$ cat src/sv/spimt_pkg.sv
package spimt_pkg;

  // Width of the analog sample on the input data line.
  localparam int unsigned SAMPLE_BITS = 10;

  // Width of the transmit and receive words.
  localparam int unsigned WORD_BITS = 16;

  // Configuration register indexes (byte address is four times the index).
  localparam logic [2:0] REG_CLOCK_POLARITY = 3'd0;
  localparam logic [2:0] REG_CLOCK_PHASE    = 3'd1;
  localparam logic [2:0] REG_LSB_FIRST      = 3'd2;
  localparam logic [2:0] REG_CLOCK_DIVIDER  = 3'd3;
  localparam logic [2:0] REG_THRESHOLD      = 3'd4;

  // Reset values of the configuration registers.
  localparam logic [7:0]             DIVIDER_RESET   = 8'd2;
  localparam logic [SAMPLE_BITS-1:0] THRESHOLD_RESET = SAMPLE_BITS'(512);

  // Legal range of the clock divider.
  localparam logic [7:0] DIVIDER_MIN = 8'd2;
  localparam logic [7:0] DIVIDER_MAX = 8'd128;

  // Position inside one bit of the serial clock.
  typedef enum logic [1:0] {
    PH_IDLE   = 2'd0,
    PH_FIRST  = 2'd1,
    PH_SECOND = 2'd2
  } phase_t;

endpackage

$ cat src/sv/spi_master_threshold_miso.sv
// Channel   Direction  Ports                                          Handshake
// input     in         in_start_req in_tx_word in_wide in_miso_sample in_valid / in_ready
// result    out        out_sck_level out_mosi_level out_busy_res
//                      out_done_res out_rx_word                       out_valid / out_ready
// config    in/out     psel penable pwrite paddr pwdata prdata        pready (always high)
//
// Each input beat is one tick of the serial clock generator and yields exactly one
// result beat. The tick is computed combinationally between the state registers and
// the output register, so a beat is taken every cycle while the result side drains.
// A held result stalls the input side only when out_ready is low.
// Reset (rst_n low, synchronous) returns the shifter to idle and loads the register
// defaults: mode 0, MSB first, divider 2, threshold 512.

module spi_master_threshold_miso (
  input  logic                              clk,
  input  logic                              rst_n,
  // Input channel
  input  logic                              in_valid,
  output logic                              in_ready,
  input  logic                              in_start_req,
  input  logic [spimt_pkg::WORD_BITS-1:0]   in_tx_word,
  input  logic                              in_wide,
  input  logic [spimt_pkg::SAMPLE_BITS-1:0] in_miso_sample,
  // Result channel
  output logic                              out_valid,
  input  logic                              out_ready,
  output logic                              out_sck_level,
  output logic                              out_mosi_level,
  output logic                              out_busy_res,
  output logic                              out_done_res,
  output logic [spimt_pkg::WORD_BITS-1:0]   out_rx_word,
  // Configuration port
  input  logic                              psel,
  input  logic                              penable,
  input  logic                              pwrite,
  input  logic [4:0]                        paddr,
  input  logic [31:0]                       pwdata,
  output logic [31:0]                       prdata,
  output logic                              pready
);

  localparam int unsigned WB = spimt_pkg::WORD_BITS;
  localparam int unsigned SB = spimt_pkg::SAMPLE_BITS;

  // Configuration registers
  logic          polarity_r;
  logic          phase_cfg_r;
  logic          lsb_first_r;
  logic [7:0]    divider_r;
  logic [SB-1:0] threshold_r;

  // Transfer state
  logic [WB-1:0]     tx_shift_r, tx_shift_nxt;
  logic [WB-1:0]     rx_shift_r, rx_shift_nxt;
  logic [4:0]        bit_count_r, bit_count_nxt;
  logic [5:0]        half_count_r, half_count_nxt;
  spimt_pkg::phase_t phase_r, phase_nxt;
  logic              active_r, active_nxt;
  logic              is_wide_r, is_wide_nxt;

  // Output register
  logic          out_valid_r;
  logic          sck_r, sck_nxt;
  logic          mosi_r, mosi_nxt;
  logic          busy_r, busy_nxt;
  logic          done_r, done_nxt;
  logic [WB-1:0] rx_word_r, rx_word_nxt;

  logic       in_fire;
  logic       cfg_write;
  logic [2:0] reg_index;

  assign in_ready  = !out_valid_r || out_ready;
  assign in_fire   = in_valid && in_ready;
  assign pready    = 1'b1;
  assign cfg_write = psel && penable && pwrite;
  assign reg_index = paddr[4:2];

  // Register writes.
  always_ff @(posedge clk) begin
    if (!rst_n) begin
      polarity_r  <= 1'b0;
      phase_cfg_r <= 1'b0;
      lsb_first_r <= 1'b0;
      divider_r   <= spimt_pkg::DIVIDER_RESET;
      threshold_r <= spimt_pkg::THRESHOLD_RESET;
    end else if (cfg_write) begin
      unique case (reg_index)
        spimt_pkg::REG_CLOCK_POLARITY: polarity_r  <= pwdata[0];
        spimt_pkg::REG_CLOCK_PHASE:    phase_cfg_r <= pwdata[0];
        spimt_pkg::REG_LSB_FIRST:      lsb_first_r <= pwdata[0];
        spimt_pkg::REG_CLOCK_DIVIDER:  divider_r   <= pwdata[7:0];
        spimt_pkg::REG_THRESHOLD:      threshold_r <= pwdata[SB-1:0];
        default: ;
      endcase
    end
  end

  // Register reads.
  always_comb begin
    unique case (reg_index)
      spimt_pkg::REG_CLOCK_POLARITY: prdata = {31'd0, polarity_r};
      spimt_pkg::REG_CLOCK_PHASE:    prdata = {31'd0, phase_cfg_r};
      spimt_pkg::REG_LSB_FIRST:      prdata = {31'd0, lsb_first_r};
      spimt_pkg::REG_CLOCK_DIVIDER:  prdata = {24'd0, divider_r};
      spimt_pkg::REG_THRESHOLD:      prdata = {{(32-SB){1'b0}}, threshold_r};
      default:                       prdata = 32'd0;
    endcase
  end

  // Tick logic: start handling, clock and data levels, sampling and bit advance.
  logic          start_now;
  logic          wide_e;
  logic [WB-1:0] tx_e;
  logic [WB-1:0] rx_e;
  logic [4:0]    count_e;
  logic [5:0]    half_e;
  logic          first_e;
  logic [7:0]    div_clamped;
  logic [6:0]    half_len;
  logic          last_tick;
  logic          sample_bit;
  logic          capture;
  logic [4:0]    bits_total;
  logic [4:0]    count_inc;

  always_comb begin
    start_now = !active_r && in_start_req;
    wide_e    = start_now ? in_wide : is_wide_r;
    if (start_now) begin
      tx_e = in_wide ? in_tx_word : {{(WB-8){1'b0}}, in_tx_word[7:0]};
    end else begin
      tx_e = tx_shift_r;
    end
    rx_e    = start_now ? '0 : rx_shift_r;
    count_e = start_now ? 5'd0 : bit_count_r;
    half_e  = start_now ? 6'd0 : half_count_r;
    first_e = start_now || (phase_r == spimt_pkg::PH_FIRST);

    // Half period in ticks, with the divider held to its legal range.
    priority if (divider_r < spimt_pkg::DIVIDER_MIN) begin
      div_clamped = spimt_pkg::DIVIDER_MIN;
    end else if (divider_r > spimt_pkg::DIVIDER_MAX) begin
      div_clamped = spimt_pkg::DIVIDER_MAX;
    end else begin
      div_clamped = divider_r;
    end
    half_len   = div_clamped[7:1];
    last_tick  = ({1'b0, half_e} + 7'd1) >= half_len;
    bits_total = wide_e ? 5'd16 : 5'd8;
    sample_bit = in_miso_sample >= threshold_r;
    capture    = last_tick && (first_e ? !phase_cfg_r : phase_cfg_r);
    count_inc  = count_e + 5'd1;

    // Defaults hold the state.
    tx_shift_nxt   = tx_shift_r;
    rx_shift_nxt   = rx_shift_r;
    bit_count_nxt  = bit_count_r;
    half_count_nxt = half_count_r;
    phase_nxt      = phase_r;
    active_nxt     = active_r;
    is_wide_nxt    = is_wide_r;
    sck_nxt        = polarity_r;
    mosi_nxt       = 1'b0;
    busy_nxt       = active_r || in_start_req;
    done_nxt       = 1'b0;
    rx_word_nxt    = '0;

    if (active_r || in_start_req) begin
      tx_shift_nxt   = tx_e;
      rx_shift_nxt   = rx_e;
      bit_count_nxt  = count_e;
      active_nxt     = 1'b1;
      is_wide_nxt    = wide_e;
      phase_nxt      = first_e ? spimt_pkg::PH_FIRST : spimt_pkg::PH_SECOND;

      if (lsb_first_r) begin
        mosi_nxt = tx_e[0];
      end else begin
        mosi_nxt = wide_e ? tx_e[WB-1] : tx_e[7];
      end
      sck_nxt = polarity_r ^ (first_e ? phase_cfg_r : !phase_cfg_r);

      // Shift the received bit in at the sampling edge.
      if (capture) begin
        if (lsb_first_r) begin
          rx_shift_nxt = rx_e >> 1;
          if (wide_e) begin
            rx_shift_nxt[WB-1] = sample_bit;
          end else begin
            rx_shift_nxt[7] = sample_bit;
          end
        end else begin
          rx_shift_nxt = {rx_e[WB-2:0], sample_bit};
        end
      end

      if (last_tick) begin
        half_count_nxt = 6'd0;
        if (first_e) begin
          phase_nxt = spimt_pkg::PH_SECOND;
        end else begin
          tx_shift_nxt  = lsb_first_r ? (tx_e >> 1) : (tx_e << 1);
          bit_count_nxt = count_inc;
          phase_nxt     = spimt_pkg::PH_FIRST;
          if (count_inc >= bits_total) begin
            done_nxt      = 1'b1;
            rx_word_nxt   = rx_shift_nxt;
            active_nxt    = 1'b0;
            phase_nxt     = spimt_pkg::PH_IDLE;
            bit_count_nxt = 5'd0;
          end
        end
      end else begin
        half_count_nxt = half_e + 6'd1;
      end
    end
  end

  // State registers advance once per accepted beat.
  always_ff @(posedge clk) begin
    if (!rst_n) begin
      tx_shift_r   <= '0;
      rx_shift_r   <= '0;
      bit_count_r  <= 5'd0;
      half_count_r <= 6'd0;
      phase_r      <= spimt_pkg::PH_IDLE;
      active_r     <= 1'b0;
      is_wide_r    <= 1'b0;
    end else if (in_fire) begin
      tx_shift_r   <= tx_shift_nxt;
      rx_shift_r   <= rx_shift_nxt;
      bit_count_r  <= bit_count_nxt;
      half_count_r <= half_count_nxt;
      phase_r      <= phase_nxt;
      active_r     <= active_nxt;
      is_wide_r    <= is_wide_nxt;
    end
  end

  // Result valid flag.
  always_ff @(posedge clk) begin
    if (!rst_n) begin
      out_valid_r <= 1'b0;
    end else if (in_fire) begin
      out_valid_r <= 1'b1;
    end else if (out_ready) begin
      out_valid_r <= 1'b0;
    end
  end

  // Result payload.
  always_ff @(posedge clk) begin
    if (in_fire) begin
      sck_r     <= sck_nxt;
      mosi_r    <= mosi_nxt;
      busy_r    <= busy_nxt;
      done_r    <= done_nxt;
      rx_word_r <= rx_word_nxt;
    end
  end

  assign out_valid      = out_valid_r;
  assign out_sck_level  = sck_r;
  assign out_mosi_level = mosi_r;
  assign out_busy_res   = busy_r;
  assign out_done_res   = done_r;
  assign out_rx_word    = rx_word_r;

endmodule
$ cat config.mk
export PLATFORM = sky130hd
export DESIGN_NAME = spi_master_threshold_miso
export DESIGN_NICKNAME = d
export VERILOG_FILES = /design/src/sv/spimt_pkg.sv /design/src/sv/spi_master_threshold_miso.sv
export SDC_FILE = /design/constraint.sdc
export NUM_CORES = 1
export LEC_CHECK = 0
export ABC_AREA = 1
export BUFFER_PORTS_ARGS = -buffer_cell sky130_fd_sc_hd__buf_2
export CAP_MARGIN = 20
export CORE_MARGIN = 1.5
export CORE_UTILIZATION = 45
export CTS_CLUSTER_DIAMETER = 100
export DETAILED_ROUTE_END_ITERATION = 10
export GPL_TIMING_DRIVEN = 0
export PLACE_DENSITY = 0.78
export SYNTH_ARGS = -nofsm -noshare
export SYNTH_HDL_FRONTEND = slang
export SYNTH_SLANG_ARGS = --single-unit
$ cat constraint.sdc
create_clock -name clk -period 3.73 [get_ports clk]
set_input_delay 0.1865 -clock clk [delete_from_list [all_inputs] [get_ports clk]]
set_output_delay 0.1865 -clock clk [all_outputs]
set_load 0.01 [all_outputs]
======== After elaboration in Yosys (flattened, before gate mapping) ========
Cells that the tools add are included.
operators by class
  equal/unequal tests ..................... 5
  add/sub/neg operators ................... 3
  reductions and logical operators ........ 21
  $lt $le $gt $ge ......................... 5
  muxes and demuxes ....................... 36
  bitwise logic cells ..................... 4
operator list
  operator             count
  $mux 16              8
  $pmux 10 s5          1
  $mux 5               5
  $mux 8               2
  $mux 1               15
  $mux 6               2
  $reduce_and 2->1     6
  $ge 10x10->1         1
  $gt 8x8->1 const B   1
  $lt 8x2->1 const B   1
  $add 6x1->7 const B  1
  $ge 7x7->1           1
  $add 6x1->6 const B  1
  $eq 3x2->1 const B   2
  $mux 2               3
  $add 5x1->5 const B  1
  $ge 5x5->1           1
  $logic_and 1x1->1    5
  $reduce_or 4->1      1
  $eq 3x1->1 const B   1
  $eq 3x3->1 const B   1
  $logic_not 1->1      3
  $logic_not 3->1      1
  $logic_or 1x1->1     3
  5 further kinds      7
storage, ports and cells
  input bits .............................. 72
  flip-flop bits (word level) ............. 89
  output and inout bits ................... 55

======== Logic depth before layout (Yosys ltp) ========
  word-level depth ........................ 8
  gate-level depth with buffers ........... 19

======== Least setup slack after synthesis ========
No wires, ideal clock.
  path type ............................... register -> register
  from .................................... register active_r
  to ...................................... register rx_word_r[14], in the netlist out_rx_word[14] (data pin)
  path slack .............................. 1.057 ns
  cell stages (with the launch flop) ...... 15
  arrival ................................. 2.413 ns
  cells stage by stage .................... dfxtp_1 -> nor2_2 -> buf_2 -> nor2_1 -> ha_1 -> nand4_1 -> nor3b_1 -> ha_1 -> a21o_1 -> nor2_4 -> nand3_4 -> nand2_4 -> inv_1 -> o21ai_0 -> nor2_1
between the ends
  cells in the longest elaborated chain, start to end .. 7
  elaborated cells between the ends (all ways) .. 21
ends and longest elaborated chain
  what                                                             line                                                                source
  from (decl)                                                      spi_master_threshold_miso.sv:58                                     logic active_r, active_nxt;
  from (signal assigned)                                           spi_master_threshold_miso.sv:236                                    active_r <= active_nxt;
  $logic_not 1->1                                                  spi_master_threshold_miso.sv:128                                    start_now = !active_r && in_start_req;
  $logic_and 1x1->1                                                spi_master_threshold_miso.sv:128
  $mux 6, or another cell as far along                             spi_master_threshold_miso.sv:137                                    half_e = start_now ? 6'd0 : half_count_r;
  $add 6x1->7, or another cell as far along                        spi_master_threshold_miso.sv:149                                    last_tick = ({1'b0, half_e} + 7'd1) >= half_len;
  $ge 7x7->1 / $ge 5x5->1 (equally long branches)                  spi_master_threshold_miso.sv:149, spi_master_threshold_miso.sv:206
  $not 1->1 (no line) / $logic_and 1x1->1 (equally long branches)  --
  $reduce_or 4->1 (no line) / $mux 16 (equally long branches)      --
  to (signal assigned)                                             spi_master_threshold_miso.sv:259                                    rx_word_r <= rx_word_nxt;
  to (decl)                                                        spi_master_threshold_miso.sv:67                                     logic [WB-1:0] rx_word_r, rx_word_nxt;
Several ways; a longest one is shown, not always the timed one.
A chain may end at the register's enable or synchronous reset.

======== Worst setup path in the final report ========
Same ends and word-level chain as after synthesis.

==> run metrics <==
outcome finished, final reports clean; launching element type of the critical path flop; Worst-path clk slew 60 ps; maximum root-to-sink buffer count 2; Clock Root Buffer clkbuf_16; Post-synth EDFFs 20; final estimated routing congestion in global placement 0.918; post-synthesis cell count 824; average via count per standard cell 4.95; Post-synth ARST share 0%; Max-Slew Margin vs Limit 47.5%; average cell area after synthesis 6.90 sq um; count of unique library cells instantiated by Yosys 45; DR iter-0 viols 383; top-level I/O count 127; maximum fanout along the worst path 10; DRC violation count after routing 0; post-place setup slack 564 ps; top flip-flop cell by instance count after synthesis dfxtp_1; register area share after synthesis 34.9%; fin crit share 85.2%; via count 5490; Crit path buffers/inverters 2; chip width 115 microns; global-route usage over all layers 21.5%; Setup TNS 0 ps; maximum cell stage delay along the critical path 390 ps; Cell Chain, Critical Path nor2_2, buf_2, nor2_1, ha_1, nand4_1, nor3b_1, ha_1, a21o_1, nor2_4, nand3_4, nand2_4, inv_1, o21ai_0, nor2_1; Fin Clk Skew 9.45 ps; peak ir drop on the vdd network 0.219 mV; final-report max-slew violation count 0; number of buffers inserted by hold repair at cts 0; number of I/O port buffers 79; TritonCTS clock tree built; ratio of cells with drive above 1 in the final layout 18.6%; GR Overflow Total 0; count leader, synth nand2_1; routed wirelength normalized by instance count 12.8 microns; cells taking the most area after synthesis dfxtp_1 (24%), nand2_1 (15%), edfxtp_1 (11%), inv_1 (7.1%), a21oi_1 (6.4%); unrepaired setup endpoints after global routing false; number of nets in the layout 1029; first-pass GRT wire length 22.4 mm; post-cts sizing count 0; count of antenna-violating nets left after detailed routing 0; CTS buffer count 9; leak pwr 3.21 nW; initial cell density of the core 46.7%; endpoint type of the worst setup path flop; final critical delay including setup and external delays 3180 ps; Die Outline Area 0.0133 sq mm; Top Family by Delay on Critical Path simple AND/OR/NAND/NOR gates; final cell count without fillers 1108; Final Hold Fails 0; most common library cells after synthesis nand2_1 (224), inv_1 (108), a21oi_1 (73); number of antenna violations at the first check in global routing 0; Post-Place Cells 1092; Worst EP arrival 3280 ps; buffers inserted during post-CTS setup optimization 0; Max-Cap Viols 0; Area growth syn-to-layout 17.0%; total inserted antenna cells 0; worst path required time 3830 ps; largest net degree at the start of global routing 21; highest attainable clock frequency 315 MHz; H-tree level count 3; cell taking the most area after synthesis dfxtp_1; number of global-route vias before repair 4760; slowest cell on the critical path dfxtp_1; actual transition at the worst max-transition pin 787 ps; final WL 14.2 mm; pwr/cell area 398 mW/mm^2; final HPWL from detailed placement 10.4 mm; min setup slack post-route 551 ps; height of the chip 115 microns; setup violation total in the final timing report 0; Clock Sink Count 89; detailed-router iteration count before antenna repair 5; Hold Worst Slack 60.5 ps; worst setup path category reg -> reg; hold crit path type in -> reg; FF+latch count, synth 89; post-synthesis instance area 0.00568 sq mm; row count 40; Synthesis Warnings 0; floorplan core area 0.0122 sq mm; clk_lat worst skew 350 ps; fraction of synthesized cell area taken by the top area cell type 24.3%
[flip-flops by register name, summed over array words and instances, names as in the netlist, 2 cells and up]
| register | count |
|---|---|
| half_count_r | 6 |
| divider_r | 8 |
| phase_r | 2 |
| bit_count_r | 5 |
| rx_shift_r | 16 |
| tx_shift_r | 16 |
| out_rx_word | 16 |
| threshold_r | 10 |
[kinds of logic (layout without fill, tap and decap cells)]
| logic type | count (synthesis) | count (layout) | synth area share [%] |
|---|---|---|---|
| flops | 89 | 89 | 34.9 |
| xor+xnor | 6 | 6 | 1.06 |
| other cells | 2 | 23 | 0.132 |
| simple gates | 350 | 350 | 26.8 |
| mux | 2 | 2 | 0.352 |
| buf+inv | 174 | 269 | 14.9 |
| fa+ha+maj | 22 | 22 | 4.84 |
| compound gates | 179 | 179 | 17.1 |
[report_power, final]
part	total (W)	switching (W)	leakage [nW]	internal, W
Clock	0.000875	0.000383	0.142	0.000492
Sequential	0.00108	0.0000266	0.765	0.00105
Combinational	0.000693	0.000447	2.30	0.000246
[placed cells by master (no fill, tap or decap), types with 10 or more instances in the layout]
cell / count
dfxtp_1: 69
nand3_1: 32
ha_1: 22
nand2_1: 224
inv_1: 108
buf_2: 87
nand4_1: 10
o21ai_1: 11
edfxtp_1: 20
clkbuf_1: 14
o21ai_0: 68
conb_1: 23
clkbuf_16: 10
buf_4: 25
nor2_1: 59
a21oi_1: 73
[area by class of cell]
class                   instances  area, sq um
multi-input cells             582         2940
inverters                     115          432
fillers                      1178         5510
well taps                     168          210
repair buffers                 79          395
clock buffers                  12          258
flip-flops and latches         89         1980
plain buffers                  59          413
clock inverters                 4         25.0
[worst paths after layout]
check             slack [ps]              end  cells after the start            from
setup / recovery         550  out_rx_word[14]                     14        active_r
hold reg to reg          470   tx_shift_r[11]                      2  tx_shift_r[11]
setup reg to reg         550  out_rx_word[14]                     14        active_r
hold / removal            60   threshold_r[9]                      3       pwdata[9]
[worst min-delay path, stage by stage]
cell	delay [ps]
buf_2	70
a21oi_1	50
o21ai_0	60
[through the flow]
stage	utilization, %	area [sq um]	total power [W]
after floorplan	-	5760	0.00161
final	54.7	6650	0.00265
after detailed placement	52.4	6370	0.00178
after global placement	52.4	6370	0.00177
after global routing	54.7	6650	0.00278
after CTS	54.7	6650	0.00264
[layer usage]
layer | track usage (%) | wire, microns | vias up
li1 | - | - | 2821
met2 | 34.6 | 6470 | 209
met4 | 11.1 | 453 | 0
met1 | 28.1 | 6260 | 2426
met5 | 0 | 0 | -
met3 | 3.11 | 993 | 34
Note: power is estimated with default switching activity, not from simulation.
